**src/hdl/isq_pkg.sv**
```systemverilog
// Types and constants shared by the indication send queue modules.
package isq_pkg;

  localparam int HandleW  = 16;
  localparam int LengthW  = 3;
  localparam int PayloadW = 40;
  localparam int OutcomeW = 3;
  localparam int WaitW    = 5;

  localparam logic [LengthW-1:0] MaxLength = 3'd5;

  // Request kinds
  localparam logic [1:0] KIND_SUBMIT  = 2'd0;
  localparam logic [1:0] KIND_CONFIRM = 2'd1;
  localparam logic [1:0] KIND_TICK    = 2'd2;
  localparam logic [1:0] KIND_RESET   = 2'd3;

  // Result outcomes
  localparam logic [OutcomeW-1:0] OUT_SENT    = 3'd0;
  localparam logic [OutcomeW-1:0] OUT_QUEUED  = 3'd1;
  localparam logic [OutcomeW-1:0] OUT_DROPPED = 3'd2;
  localparam logic [OutcomeW-1:0] OUT_REFUSED = 3'd3;
  localparam logic [OutcomeW-1:0] OUT_NOTHING = 3'd4;
  localparam logic [OutcomeW-1:0] OUT_CLEARED = 3'd5;

  typedef struct packed {
    logic [1:0]          kind;
    logic [HandleW-1:0]  msg_handle;
    logic [LengthW-1:0]  msg_length;
    logic [PayloadW-1:0] msg_payload;
    logic                link_accepts;
  } isq_req_t;

  typedef struct packed {
    logic                send_valid;
    logic [HandleW-1:0]  send_handle;
    logic [LengthW-1:0]  send_length;
    logic [PayloadW-1:0] send_payload;
    logic [OutcomeW-1:0] outcome;
    logic [WaitW-1:0]    waiting_count;
    logic                busy_res;
  } isq_res_t;

  typedef struct packed {
    logic [HandleW-1:0]  handle;
    logic [LengthW-1:0]  length;
    logic [PayloadW-1:0] payload;
  } isq_entry_t;

endpackage

```
**src/hdl/isq_store.sv**
```systemverilog
// Entry memory: one write port, registered read of the head entry with write bypass.
module isq_store import isq_pkg::*; #(
  parameter int Depth = 16
) (
  input  logic                       clk,
  input  logic                       wr_en,
  input  logic [$clog2(Depth)-1:0]   wr_addr,
  input  isq_entry_t                 wr_data,
  input  logic [$clog2(Depth)-1:0]   rd_addr,
  output isq_entry_t                 head
);

  isq_entry_t mem [Depth];

  always_ff @(posedge clk) begin
    if (wr_en) begin
      mem[wr_addr] <= wr_data;
    end
    // same-edge write to the head slot must show up next cycle
    if (wr_en && (wr_addr == rd_addr)) begin
      head <= wr_data;
    end else begin
      head <= mem[rd_addr];
    end
  end

endmodule

```
**src/hdl/isq_ctrl.sv**
```systemverilog
// Queue pointers, flags and the per-request decision logic.
module isq_ctrl import isq_pkg::*; #(
  parameter int Depth = 16
) (
  input  logic                       clk,
  input  logic                       rst,
  input  logic                       go,
  input  isq_req_t                   req,
  input  isq_entry_t                 head,
  output isq_res_t                   res,
  output logic                       wr_en,
  output logic [$clog2(Depth)-1:0]   wr_addr,
  output isq_entry_t                 wr_data,
  output logic [$clog2(Depth)-1:0]   rd_addr
);

  localparam int IdxW = $clog2(Depth);
  localparam int CntW = $clog2(Depth + 1);
  localparam logic [IdxW-1:0] LastIdx = IdxW'(Depth - 1);

  logic [IdxW-1:0] write_index, write_index_next;
  logic [IdxW-1:0] read_index, read_index_next;
  logic            store_full, store_full_next;
  logic [CntW-1:0] entry_count, entry_count_next;
  logic            in_flight, in_flight_next;

  logic [IdxW-1:0] write_inc, read_inc;
  isq_entry_t      msg;
  logic            push;
  logic [CntW+WaitW-1:0] count_ext;

  assign write_inc = (write_index == LastIdx) ? '0 : write_index + 1'b1;
  assign read_inc  = (read_index == LastIdx) ? '0 : read_index + 1'b1;

  always_comb begin
    msg.handle  = req.msg_handle;
    msg.length  = (req.msg_length > MaxLength) ? MaxLength : req.msg_length;
    msg.payload = req.msg_payload;
  end

  always_comb begin
    write_index_next = write_index;
    read_index_next  = read_index;
    store_full_next  = store_full;
    entry_count_next = entry_count;
    in_flight_next   = in_flight;
    push             = 1'b0;
    res              = '0;
    res.outcome      = OUT_NOTHING;

    unique case (req.kind)
      KIND_SUBMIT: begin
        if (in_flight) begin
          if (store_full) begin
            res.outcome = OUT_DROPPED;
          end else begin
            push             = 1'b1;
            write_index_next = write_inc;
            store_full_next  = (write_inc == read_index);
            entry_count_next = entry_count + 1'b1;
            res.outcome      = OUT_QUEUED;
          end
        end else if (req.link_accepts) begin
          in_flight_next   = 1'b1;
          res.send_valid   = 1'b1;
          res.send_handle  = msg.handle;
          res.send_length  = msg.length;
          res.send_payload = msg.payload;
          res.outcome      = OUT_SENT;
        end else begin
          res.outcome = OUT_REFUSED;
        end
      end
      KIND_CONFIRM: begin
        in_flight_next = 1'b0;
      end
      KIND_TICK: begin
        if ((entry_count != '0) && !in_flight) begin
          if (req.link_accepts) begin
            store_full_next  = 1'b0;
            read_index_next  = read_inc;
            in_flight_next   = 1'b1;
            entry_count_next = entry_count - 1'b1;
            res.send_valid   = 1'b1;
            res.send_handle  = head.handle;
            res.send_length  = head.length;
            res.send_payload = head.payload;
            res.outcome      = OUT_SENT;
          end else begin
            res.outcome = OUT_REFUSED;
          end
        end
      end
      KIND_RESET: begin
        write_index_next = '0;
        read_index_next  = '0;
        store_full_next  = 1'b0;
        entry_count_next = '0;
        in_flight_next   = 1'b0;
        res.outcome      = OUT_CLEARED;
      end
      default: begin
      end
    endcase

    count_ext         = {{WaitW{1'b0}}, entry_count_next};
    res.waiting_count = count_ext[WaitW-1:0];
    res.busy_res      = in_flight_next;
  end

  assign wr_en   = go && push;
  assign wr_addr = write_index;
  assign wr_data = msg;
  // keep the head read aimed at the pointer as it will stand after this edge
  assign rd_addr = go ? read_index_next : read_index;

  always_ff @(posedge clk) begin
    if (rst) begin
      write_index <= '0;
      read_index  <= '0;
      store_full  <= 1'b0;
      entry_count <= '0;
      in_flight   <= 1'b0;
    end else if (go) begin
      write_index <= write_index_next;
      read_index  <= read_index_next;
      store_full  <= store_full_next;
      entry_count <= entry_count_next;
      in_flight   <= in_flight_next;
    end
  end

endmodule

```
**src/hdl/indication_send_queue_unit.sv**
```systemverilog
// Indication send queue: flow-controlled sender for acknowledged messages.
// Request channel: req_valid / req_stall / req (kind, handle, length, payload,
// link_accepts). Result channel: res_valid / res_stall / res; exactly one
// result per request, in request order.
// A request is registered on acceptance, decided against the queue state while
// it sits in the request register and written to the result register once that
// register can take it. One request per cycle is sustained while results are not stalled.
// The queue decision path is a single pass of compare/increment logic; the
// head entry is prefetched from the entry memory every cycle, with a bypass
// when a submit writes the slot the head pointer names.
// A stalled result holds its register; the request register then holds too
// and req_stall rises, so nothing is lost or repeated.
// Reset (rst, synchronous) empties the queue, clears in-flight and drops both
// pipeline registers; memory contents are not cleared and need no sweep.
module indication_send_queue_unit import isq_pkg::*; #(
  parameter int QUEUE_DEPTH = 16
) (
  input  logic     clk,
  input  logic     rst,
  input  logic     req_valid,
  output logic     req_stall,
  input  isq_req_t req,
  output logic     res_valid,
  input  logic     res_stall,
  output isq_res_t res
);

  localparam int IdxW = $clog2(QUEUE_DEPTH);

  logic       stage_valid;
  isq_req_t   stage_req;
  logic       advance;
  isq_res_t   ctrl_res;
  isq_entry_t head;
  logic       wr_en;
  logic [IdxW-1:0] wr_addr;
  logic [IdxW-1:0] rd_addr;
  isq_entry_t wr_data;

  assign advance   = stage_valid && (!res_valid || !res_stall);
  assign req_stall = stage_valid && !advance;

  always_ff @(posedge clk) begin
    if (rst) begin
      stage_valid <= 1'b0;
    end else if (!req_stall) begin
      stage_valid <= req_valid;
    end
  end

  always_ff @(posedge clk) begin
    if (req_valid && !req_stall) begin
      stage_req <= req;
    end
  end

  isq_ctrl #(
    .Depth (QUEUE_DEPTH)
  ) u_ctrl (
    .clk     (clk),
    .rst     (rst),
    .go      (advance),
    .req     (stage_req),
    .head    (head),
    .res     (ctrl_res),
    .wr_en   (wr_en),
    .wr_addr (wr_addr),
    .wr_data (wr_data),
    .rd_addr (rd_addr)
  );

  isq_store #(
    .Depth (QUEUE_DEPTH)
  ) u_store (
    .clk     (clk),
    .wr_en   (wr_en),
    .wr_addr (wr_addr),
    .wr_data (wr_data),
    .rd_addr (rd_addr),
    .head    (head)
  );

  always_ff @(posedge clk) begin
    if (rst) begin
      res_valid <= 1'b0;
    end else if (advance) begin
      res_valid <= 1'b1;
    end else if (!res_stall) begin
      res_valid <= 1'b0;
    end
  end

  always_ff @(posedge clk) begin
    if (advance) begin
      res <= ctrl_res;
    end
  end

endmodule

```
**config.mk**
```make
export PLATFORM = sky130hd
export DESIGN_NAME = indication_send_queue_unit
export DESIGN_NICKNAME = d
export VERILOG_FILES = /design/src/hdl/isq_pkg.sv /design/src/hdl/isq_store.sv /design/src/hdl/isq_ctrl.sv /design/src/hdl/indication_send_queue_unit.sv
export SDC_FILE = /design/constraint.sdc
export NUM_CORES = 1
export LEC_CHECK = 0
export BUFFER_PORTS_ARGS = -buffer_cell sky130_fd_sc_hd__buf_2
export CORE_ASPECT_RATIO = 0.7
export CORE_MARGIN = 5
export CORE_UTILIZATION = 25
export CTS_BUF_LIST = sky130_fd_sc_hd__clkbuf_4 sky130_fd_sc_hd__clkbuf_8 sky130_fd_sc_hd__clkbuf_16
export DETAILED_ROUTE_END_ITERATION = 8
export GPL_TIMING_DRIVEN = 0
export PLACE_DENSITY_LB_ADDON = 0.2
export SETUP_SLACK_MARGIN = 0.3
export SLEW_MARGIN = 20
export SYNTH_ARGS = -nofsm -noshare
export SYNTH_HDL_FRONTEND = slang
export SYNTH_SLANG_ARGS = --single-unit
```
**constraint.sdc**
```tcl
create_clock -name clk -period 19.3 [get_ports clk]
set_input_delay 3.86 -clock clk [delete_from_list [all_inputs] [get_ports clk]]
set_output_delay 3.86 -clock clk [all_outputs]
set_load 0.02 [all_outputs]
```
### Word-level counts from Yosys, hierarchy flattened

Memories as Yosys holds them, arrays and structs flattened. A register that Yosys moved wholly into a read port is not among the register bits.
Cells that the tools add are included.

| word-level totals | value |
|---|---|
| word-level logic and storage cells | 95 |
| memories kept | 1 |
| latch bits | 0 |
| bits in registers | 148 |
| output and inout port bits | 71 |
| memory bits (read-only) | 0 |
| bits in writable memories | 944 |

| cells by class | value |
|---|---|
| reductions and logical operators | 18 |
| multiplexer cells | 41 |
| eq/ne operators | 11 |
| $lt $le $gt $ge | 1 |
| divide/modulo/power cells | 0 |
| bitwise logic cells | 0 |
| shifts and indexed selects | 0 |
| multiply operators | 0 |
| add/subtract/negate cells | 4 |

Memory list:

| memory | words | bits a word | rd ports | clocked after memory_dff | write ports | RTL line | RTL |
|---|---|---|---|---|---|---|---|
| u_store.mem | 16 | 59 | 1 | 1 | 1 | isq_store.sv:13 | `isq_entry_t mem [Depth];` |

Operators by type and width:

| kind | number |
|---|---|
| 2-to-1 mux 60 bit | 3 |
| one-hot mux 60 bit (2 select lines) | 1 |
| 2-to-1 mux 63 bit | 1 |
| 2-to-1 mux 4 bit | 7 |
| 2-to-1 mux 5 bit | 4 |
| one-hot mux 4 bit (2 select lines) | 2 |
| 2-to-1 mux 1 bit | 15 |
| one-hot mux 5 bit (3 select lines) | 1 |
| one-hot mux 3 bit (3 select lines) | 1 |
| adder 4 x 1 -> 4 bit, second input constant | 2 |
| equality test 4 bit, second input constant | 2 |
| 2-to-1 mux 3 bit | 2 |
| != test 2 x 1 -> 1 bit, second input constant | 3 |
| one-hot mux 1 bit (3 select lines) | 2 |
| adder 5 x 1 -> 5 bit, second input constant | 1 |
| logical AND 1 bit | 5 |
| zero test 1 bit | 5 |
| AND reduction 5 bit | 1 |
| nonzero test 5 bit | 1 |
| subtractor 5 x 1 -> 5 bit, second input constant | 1 |
| equality test 2 bit, second input constant | 2 |
| equality test 4 bit | 1 |
| 2-to-1 mux 2 bit | 2 |
| != test 2 bit, second input constant | 2 |
| other kinds (8) | 8 |

### Longest topological paths before layout

Gate-level depths: netlist of the first run.

| logic depth | value |
|---|---|
| depth in word-level cells | 7 |
| gate-level depth with buffers | 9 |

### Hierarchy

Synthesis of the first run repeated with hierarchy kept, for this count alone.

| unflattened totals | value |
|---|---|
| cells, all modules | 1926 |
| area total of the unflattened synthesis | 41877.7 um2 |

By module, submodules not included:

| module | area an instance (um2) | cells each | times used | sequential area each (um2) |
|---|---|---|---|---|
| isq_store | 35355.2 | 1467 | 1 | 28427.3 |
| indication_send_queue_unit | 4020.1 | 141 | 1 | 3973.8 |
| isq_ctrl | 2502.4 | 318 | 1 | 300.3 |

### Worst setup path after synthesis of the first run

No wires, ideal clock.

| timing path | value |
|---|---|
| path type | input port to flip-flop |
| start | input port res_stall |
| end | memory u_store.mem[1][0] in the netlist's numbering, enable pin |
| path slack | 10.245 ns |
| arrival | 8.506 ns |
| stages on the path | 5 |
| path buffers | 1 |
| cell sequence | a21bo_1 -> buf_2 -> nor2_1 -> nand2_1 -> nor3_1 |

| between the ends | value |
|---|---|
| longest elaborated chain between the ends | 6 |

Ends and longest elaborated chain:

| what | RTL line | RTL |
|---|---|---|
| from (decl) | indication_send_queue_unit.sv:24 | `input logic res_stall,` |
| zero test 1 bit | - |  |
| logical OR 1 bit | indication_send_queue_unit.sv:40 | `assign advance = stage_valid && (!res_valid \|\| !res_stall);` |
| logical AND 1 bit | indication_send_queue_unit.sv:40 |  |
| logical AND 1 bit | isq_ctrl.sv:111 | `assign wr_en = go && push;` |
| 2-to-1 mux 1 bit | isq_store.sv:16 | `if (wr_en) begin` |
| 2-to-1 mux 1 bit (not written as such) | isq_store.sv:17 | `mem[wr_addr] <= wr_data;` |
| to (decl) | isq_store.sv:13 |  |

Every way passes these cells.

### Worst setup path after layout of the first run

| timing path | value |
|---|---|
| start | input port res_stall |
| end | output port req_stall |

| between the ends | value |
|---|---|
| longest elaborated chain between the ends | 5 |

Ends and longest elaborated chain:

| what | RTL line | RTL |
|---|---|---|
| zero test 1 bit | - |  |
| logical OR 1 bit | indication_send_queue_unit.sv:40 |  |
| logical AND 1 bit | indication_send_queue_unit.sv:40 |  |
| zero test 1 bit | indication_send_queue_unit.sv:41 | `assign req_stall = stage_valid && !advance;` |
| logical AND 1 bit | indication_send_queue_unit.sv:41 |  |
| to (decl) | indication_send_queue_unit.sv:21 | `output logic req_stall,` |

Every way passes these cells.

==> results of run 1 <==
-- through the flow --
step / cell area [µm²] / instances / hold WS, ps
final: 50720 / 4527 / 503.6
after global routing: 50720 / 4526 / 554.5
after CTS: 50720 / 4526 / 501.9
after detailed placement: 46890 / 4317 / 504.2
after global placement: 45040 / 4216 / 474.5
after floorplan: 41580 / 1858 / 445.5
-- layer usage --
layer	wire length [µm]	vias to the layer above	global-route usage	share of wire
met5	0	-	0	0
met4	2787	0	0.03450	0.024
met2	54440	533	0.2110	0.47
li1	-	8591	-	-
met1	53410	11020	0.1821	0.46
met3	5162	176	0.02215	0.045
-- report_power, final --
part / total (mW) / internal (mW) / switching, mW / leakage [nW]
clock network: 2.27 / 1.33 / 0.937 / 1.90
logic: 0.0867 / 0.0284 / 0.0583 / 3.79
registers: 2.66 / 2.63 / 0.0329 / 9.92
total: 5.02 / 3.99 / 1.03 / 15.6
-- final cells by class --
class                           instances  area share
Antenna cell                            1  0.00004933
Buffer                                 99     0.01108
Clock buffer                          138     0.05979
Clock inverter                         71     0.01586
Inverter                               15    0.001110
Multi-Input combinational cell        648      0.1654
Sequential cell                      1096      0.6447
Tap cell                             2222     0.05481
Timing Repair Buffer                  237     0.04726
-- placed cells by master, fill, tap and decap left out, drive strengths merged, types with 2 or more instances in the layout --
cell type  Yosys  routed
nand2b         4       4
mux2          28      28
a2111oi        2       2
clkinv         0      47
dfxtp         21      21
a21oi         11      11
ha            11      11
o211ai        33      33
buf           72     309
a22o           2       2
a31oi          8       8
o21ai         26      26
nor3          10      10
nor2          30      30
nand2         61      61
mux4         236     236
bufinv         0      16
clkbuf        27     165
nand4          2       2
or3            4       4
a21o           5       5
a211oi         3       3
or4            2       2
xnor2          3       3
nor2b          3       3
or4b           2       2
nand4b         2       2
clkinvlp       0       4
mux2i         49      49
a41oi          2       2
nand3          6       6
edfxtp      1075    1075
a311oi         3       3
inv           15      19
a22oi         70      70
nand3b         5       5
and2           2       2
xor2           2       2
o21a           3       3
-- logic make-up (layout without fill, tap and decap cells) --
kind of cell / count (synthesis) / after routing / synth area share
multiplexers: 313 / 313 / 0.1472
other: 0 / 1 / 0
XOR/XNOR: 5 / 5 / 0.001053
AND/OR/NAND/NOR: 138 / 138 / 0.01601
adder cells (fa/ha/maj): 11 / 11 / 0.003310
AO/OA/AOI/OAI: 181 / 181 / 0.03126
buffers and inverters: 114 / 560 / 0.01471
flip-flops: 1096 / 1096 / 0.7864
-- final timing paths --
| check | cells past startpoint | to | slack [ps] |
|---|---|---|---|
| setup / recovery | 3 | req_stall | 11050 |
| hold / removal | 2 | res_valid | 500 |
| setup reg to reg | 9 | res[61] | 15530 |
| hold reg to reg | 2 | res_valid | 500 |
-- worst min-delay path, delay by kind of cell, from the launching register on --
kind	cells	cell delay [ps]
flops	1	350
simple gates	1	70
compound gates	1	50
-- registers in the layout, summed over array words and instances, names as in the netlist, 4 cells and up, named ones only --
name	flops
res	69
u_ctrl.wr_addr	4
u_ctrl.read_index	4
u_ctrl.entry_count	5
u_store.mem	944
stage_req	62
==> impl_results.md, run 1 <==
- Status: finished, final reports clean
- DR vias/cell: 4.488
- Final WL: 115.8 mm
- CTS Hold Buffers Added: 0
- CTS Buf Count: 112
- Top cell type's share of synthesized area: 0.7763
- Number of synthesized flops with an enable pin: 1,075
- GR Util All Layers: 0.1302
- Max-slew violations: 0
- Synthesis-stage register bit count: 1,096
- Postcts setup bufs: 0
- # fillers: 15,890
- Setup tns final: 0 ps
- Worst hold path type: flip-flop to flip-flop
- Pre-Repair DR Iteration Count: 7
- Cell seen most often among critical-path stages: buf_2
- Antenna Nets Post-Route: 0
- Leakage power: 15.62 nW
- Largest stage delay, worst path: 240 ps
- # rows: 125
- Post-synth ARST share: 0
- Initial Utilization: 0.2511
- Mapped Nets: 1,935
- CP top delay family: buffers and inverters
- Main flop type after synthesis: edfxtp_1
- Largest net degree at the start of global routing: 46
- CTS resizes: 0
- # Max-Cap Violations: 0
- Total power: 5.019 mW
- CP Cell Sequence: buf_2 > and3_1 > buf_2
- Worst EP required: 15,440 ps
- DR WL/cell: 25.58 µm
- Sink Count: 1,096
- Detailed placer's ending HPWL: 77.97 mm
- Initial DRC Count: 1,596
- Root Buffer: clkbuf_16
- Slowest-stage cell, CP: and3_1
- Syn Inst Count: 1,858
- Grt ovf: 0
- Syn Area/Cell: 22.38 µm²
- Crit path launch type: input port
- Synth area leaders: edfxtp_1 78%, mux4_2 13%, a22oi_1 1.3%
- Initial antenna violation count: 4
- Top-count cell post-synth: edfxtp_1
- Clock buffer depth: 3
- Nets: 2,286
- Worst-margin pin slew: 1078 ps
- Core Region: 165,600 µm²
- H-tree lvl count: 3
- Die width: 497.5 µm
- Latest clock arrival within the worst-skew pair: 730 ps
- Clk pin slew, worst setup/hold paths: 60 ps
- Pwr Density: 98.94 nW/µm²
- IO buf count: 136
- First-pass GRT wire length: 163.5 mm
- Final setup fails: 0
- Hold_sp: stage_valid
- DR vias: 20,320
- Critical Path Start: res_stall
- Critical Path Sink Type: primary output
- Post-synthesis sequential area ratio: 0.7864
- Final Util: 0.3063
- Area occupied by multi-input gates: 8388 µm²
- Final WS setup: 11,050 ps
- Final min period: 8250 ps
- Slew HR: 0.2812
- R2r startpoint: stage_req[61]
- Unrepaired setup endpoints after global routing: false
- Area Growth Syn to Fin: 21.99%
- Worst EP arrival: 4390 ps
- Sequential cell area: 32,700 µm²
- Layout Skew: 25.80 ps
- DRC Markers: 0
- Final hold violations: 0
- Critical path fanouts, max: 3
- Post-Place Worst Slack: 11,040 ps
- Mapped Area: 41,580 µm²
- Routability Congestion: 0.7387
- Vias in the first global route: 21,410
- Final worst-path cycle share: 0.4274
- Synth top cells by count: 1,075 x edfxtp_1, 236 x mux4_2, 70 x a22oi_1
- Worst vdd ir: 0.06777 mV
- Worst path buffer plus inverter count: 2
- Clock tree from TritonCTS: done
- I/O pins: 137
- Chip Height: 351.2 µm
- Yosys cell types: 61
- Ratio of cells with drive above 1 in the final layout: 0.3381
- YS warnings: 0
- Cell taking the most area after synthesis: edfxtp_1
- Die ar.: 174,700 µm²
- WS Path Type: input port to primary output
- FMAX: 121.2 MHz
Power figures use the tool's default switching activity.
==> run 2: changes to the inputs <==
--- a/config.mk
+++ b/config.mk
@@ -5,6 +5,7 @@
 export SDC_FILE = /design/constraint.sdc
 export NUM_CORES = 1
 export LEC_CHECK = 0
+export ABC_AREA = 1
 export BUFFER_PORTS_ARGS = -buffer_cell sky130_fd_sc_hd__buf_2
 export CORE_ASPECT_RATIO = 0.7
 export CORE_MARGIN = 5
==> constraint.sdc (replaced) <==
create_clock -name clk -period 8.6 [get_ports clk]
set_input_delay 1.72 -clock clk [delete_from_list [all_inputs] [get_ports clk]]
set_output_delay 1.72 -clock clk [all_outputs]
set_load 0.02 [all_outputs]
==> run 2 against run 1 <==
  * Non-clock buffer count is 87 higher
  * Die area is 3.4% higher
  * Wire length is 22% higher
  * Register-to-register slack worse by 11000 ps
  * Sequential power is 130% higher
  * First-iteration DRC count is 92% higher
  * Critical path depth is 11 higher
  * Critical path type is now flip-flop to flip-flop
  * Largest power group unchanged
  * Highest routed layer is now met5
==> impl_results.md, run 2 <==
- Grt ovf: 0
- CTS Hold Buffers Added: 0
- Placed instance count: 5,794
- Worst hold path type: flip-flop to flip-flop
- Syn Inst Count: 3,326
- Max reg flops: 944
- Final Util: 0.3021
- Cell seen most often among critical-path stages: buf_4
- Cell taking the most area after synthesis: edfxtp_1
- Top-count cell post-synth: edfxtp_1
- Worst-margin pin slew: 1196 ps
- DRC Markers: 0
- Status: finished, final reports clean
- Most Crowded Layer GR: met1
- Clock buffer depth: 3
- Hold_sp: stage_valid
- Grt met2 use: 0.2192
- Critical path fanouts, max: 10
- Postcts setup bufs: 0
- Unrepaired setup endpoints after global routing: false
- Final hold violations: 0
- Layout Skew: 31.38 ps
- Final setup fails: 0
- Latest clock arrival within the worst-skew pair: 750 ps
- Yosys cell types: 29
- Pre-Repair DR Iteration Count: 5
- Vias in the first global route: 26,430
- Most frequent cells in the layout: 1,075 x edfxtp_1, 727 x nor2_1, 452 x o21ai_0
- GR Util All Layers: 0.1531
- Syn Area/Cell: 12.94 µm²
- Worst reg2reg setup slack: 4480 ps
- Worst R2R Path Depth: 14
- Area Growth Syn to Fin: 20.12%
- Number of synthesized flops with an enable pin: 1,075
- Routability Congestion: 0.7504
- Met1 Resource Use GR: 0.2371
- IO buf count: 136
- Ratio of cells with drive above 1 in the final layout: 0.1311
- Worst vdd ir: 0.1569 mV
- CP Cell Sequence: inv_1 > ha_1 > clkbuf_1 > inv_1 > nor2_1 > inv_1 > nor2_1 > inv_1 > nor3_2 > buf_4 > buf_4 > buf_4 > buf_4 > buf_4
- WS Path Type: flip-flop to flip-flop
- # Max-Cap Violations: 0
- Final cell count without fillers: 6,006
- Critical Path Sink Type: flip-flop
- Largest regs: u_store.mem: 944 flops, res: 69 flops, stage_req: 62 flops
- Biggest register: u_store.mem
- Post-synthesis sequential area ratio: 0.7598
- Mapped Nets: 3,403
- Final min period: 4120 ps
- Worst EP required: 9030 ps
- Top cell type's share of synthesized area: 0.7501
- Final WL: 141.3 mm
- Max-slew violations: 0
- Combinational fraction of design power: 0.026
- Reg power frac: 0.532
- Mapped Area: 43,040 µm²
- H-tree lvl count: 3
- Nets: 3,728
- DR vias/cell: 4.562
- I/O pins: 137
- DR WL/cell: 23.52 µm
- Synth top cells by count: 1,075 x edfxtp_1, 742 x nor2_1, 452 x o21ai_0
- Worst EP arrival: 4550 ps
- Leakage power: 17.15 nW
- Cell Int Power: 8.789 mW
- Initial Utilization: 0.2515
- Switching Share: 0.2207
- Clock Power Share: 0.442
- CTS Buf Count: 112
- Largest stage delay, worst path: 590 ps
- First-pass GRT wire length: 201.0 mm
- Setup tns final: 0 ps
- GR Util met3: 0.03328
- Die ar.: 180,700 µm²
- WHS Endpoint: res_valid
- Core Region: 171,100 µm²
- Commonest non-fill, non-tap cell in the layout: edfxtp_1
- Synthesis-stage register bit count: 1,096
- Clk pin slew, worst setup/hold paths: 70 ps
- Clock tree from TritonCTS: done
- Root Buffer: clkbuf_16
- Slowest-stage cell, CP: nor3_2
- Main flop type after synthesis: edfxtp_1
- Die width: 505.9 µm
- DR vias: 27,400
- Terminus of the critical flop-to-flop path: u_store.mem[11][5]
- Worst path buffer plus inverter count: 10
- Initial DRC Count: 3,072
- Detailed placer's ending HPWL: 98.17 mm
- Initial antenna violation count: 8
- Post-synth ARST share: 0
- FMAX: 242.7 MHz
- Pwr Density: 218.2 nW/µm²
- Slew HR: 0.2027
- Largest net degree at the start of global routing: 51
- Sink Count: 1,096
- Crit path launch type: flip-flop
- Sw Pwr: 2.490 mW
- Antenna Nets Post-Route: 0
- Synth area leaders: edfxtp_1 75%, nor2_1 6.5%, o21ai_0 5.3%
- Final worst-path cycle share: 0.4791
- YS warnings: 0
- # rows: 127
- R2r startpoint: stage_req[60]
- Hold path depth: 2
- CP top delay family: buffers and inverters
- Chip Height: 357.1 µm
- CTS resizes: 0
## run 2: changes by cell type after synthesis, moves of 39 or more
cell,before,now
a22oi_1,70,0
clkbuf_1,27,130
inv_1,13,52
mux2i_1,49,0
mux4_2,236,0
nand2_1,61,306
nand3_1,6,133
nor2_1,30,742
o211ai_1,33,227
o21ai_0,7,452
## run 2: power by group through the flow
| stage | clock (mW) | sequential, mW | combinational (mW) |
|---|---|---|---|
| 2_1_floorplan | 0 | 6.09 | 0.136 |
| 5_1_grt | 5.34 | 6.01 | 0.321 |
| 3_5_place_dp | 0 | 6.12 | 0.295 |
| 3_3_place_gp | 0 | 6.12 | 0.288 |
| 4_1_cts | 5.11 | 6.00 | 0.296 |
| 6_report | 4.99 | 6.00 | 0.288 |
## run 2: kinds of logic (layout without fill, tap and decap cells)
kind of cell / Yosys count / in the layout / share of synthesized area
compound gates: 757 / 757 / 0.1016
simple gates: 1191 / 1191 / 0.1082
xor+xnor: 4 / 4 / 0.0008142
other cells: 0 / 5 / 0
fa+ha+maj: 11 / 11 / 0.003198
flops: 1096 / 1096 / 0.7598
buf+inv: 267 / 685 / 0.02631
## run 2: final cells by class
| cell class | count | area (µm²) |
|---|---|---|
| Antenna cell | 5 | 12.51 |
| Buffer | 212 | 932.1 |
| Clock buffer | 134 | 3003 |
| Clock inverter | 73 | 676.9 |
| Fill cell | 17210 | 119400 |
| Inverter | 55 | 216.5 |
| Multi-Input combinational cell | 1963 | 9326 |
| Sequential cell | 1096 | 32700 |
| Tap cell | 2257 | 2824 |
| Timing Repair Buffer | 211 | 2004 |
## run 2: worst max path at each step
stage,from,end,depth (start not counted)
4_1_cts,res_stall,req_stall,4
5_1_grt,stage_req[61],u_store.mem[11][5],14
3_3_place_gp,res_stall,u_store.mem[7][0],6
2_1_floorplan,res_stall,u_store.mem[3][0],5
6_report,stage_req[60],u_store.mem[11][5],14
3_5_place_dp,res_stall,u_store.mem[11][5],11
## run 2: metal layers
layer	up-vias	routed length (µm)
li1	12790	-
met1	13690	71060
met2	770	58380
met3	146	9316
met4	2	2488
met5	-	13
## run 2: stage by stage
stage / hold slack (ps) / power [mW] / setup WS (ps) / instance area (µm²)
after global routing: 502.9 / 11.68 / 4192 / 51690
after global placement: 465.3 / 6.411 / -4349 / 46540
after CTS: 471.8 / 11.41 / 4426 / 51680
after detailed placement: 462.9 / 6.414 / 3689 / 48000
after floorplan: 450.6 / 6.230 / 1756 / 43040
final: 470.7 / 11.28 / 4480 / 51700
## run 2: tightest hold or removal path: cells and delay by family (launching register included)
kind | cells | cell delay (ps)
compound gates | 1 | 60
buf+inv | 1 | 60
flops | 1 | 310
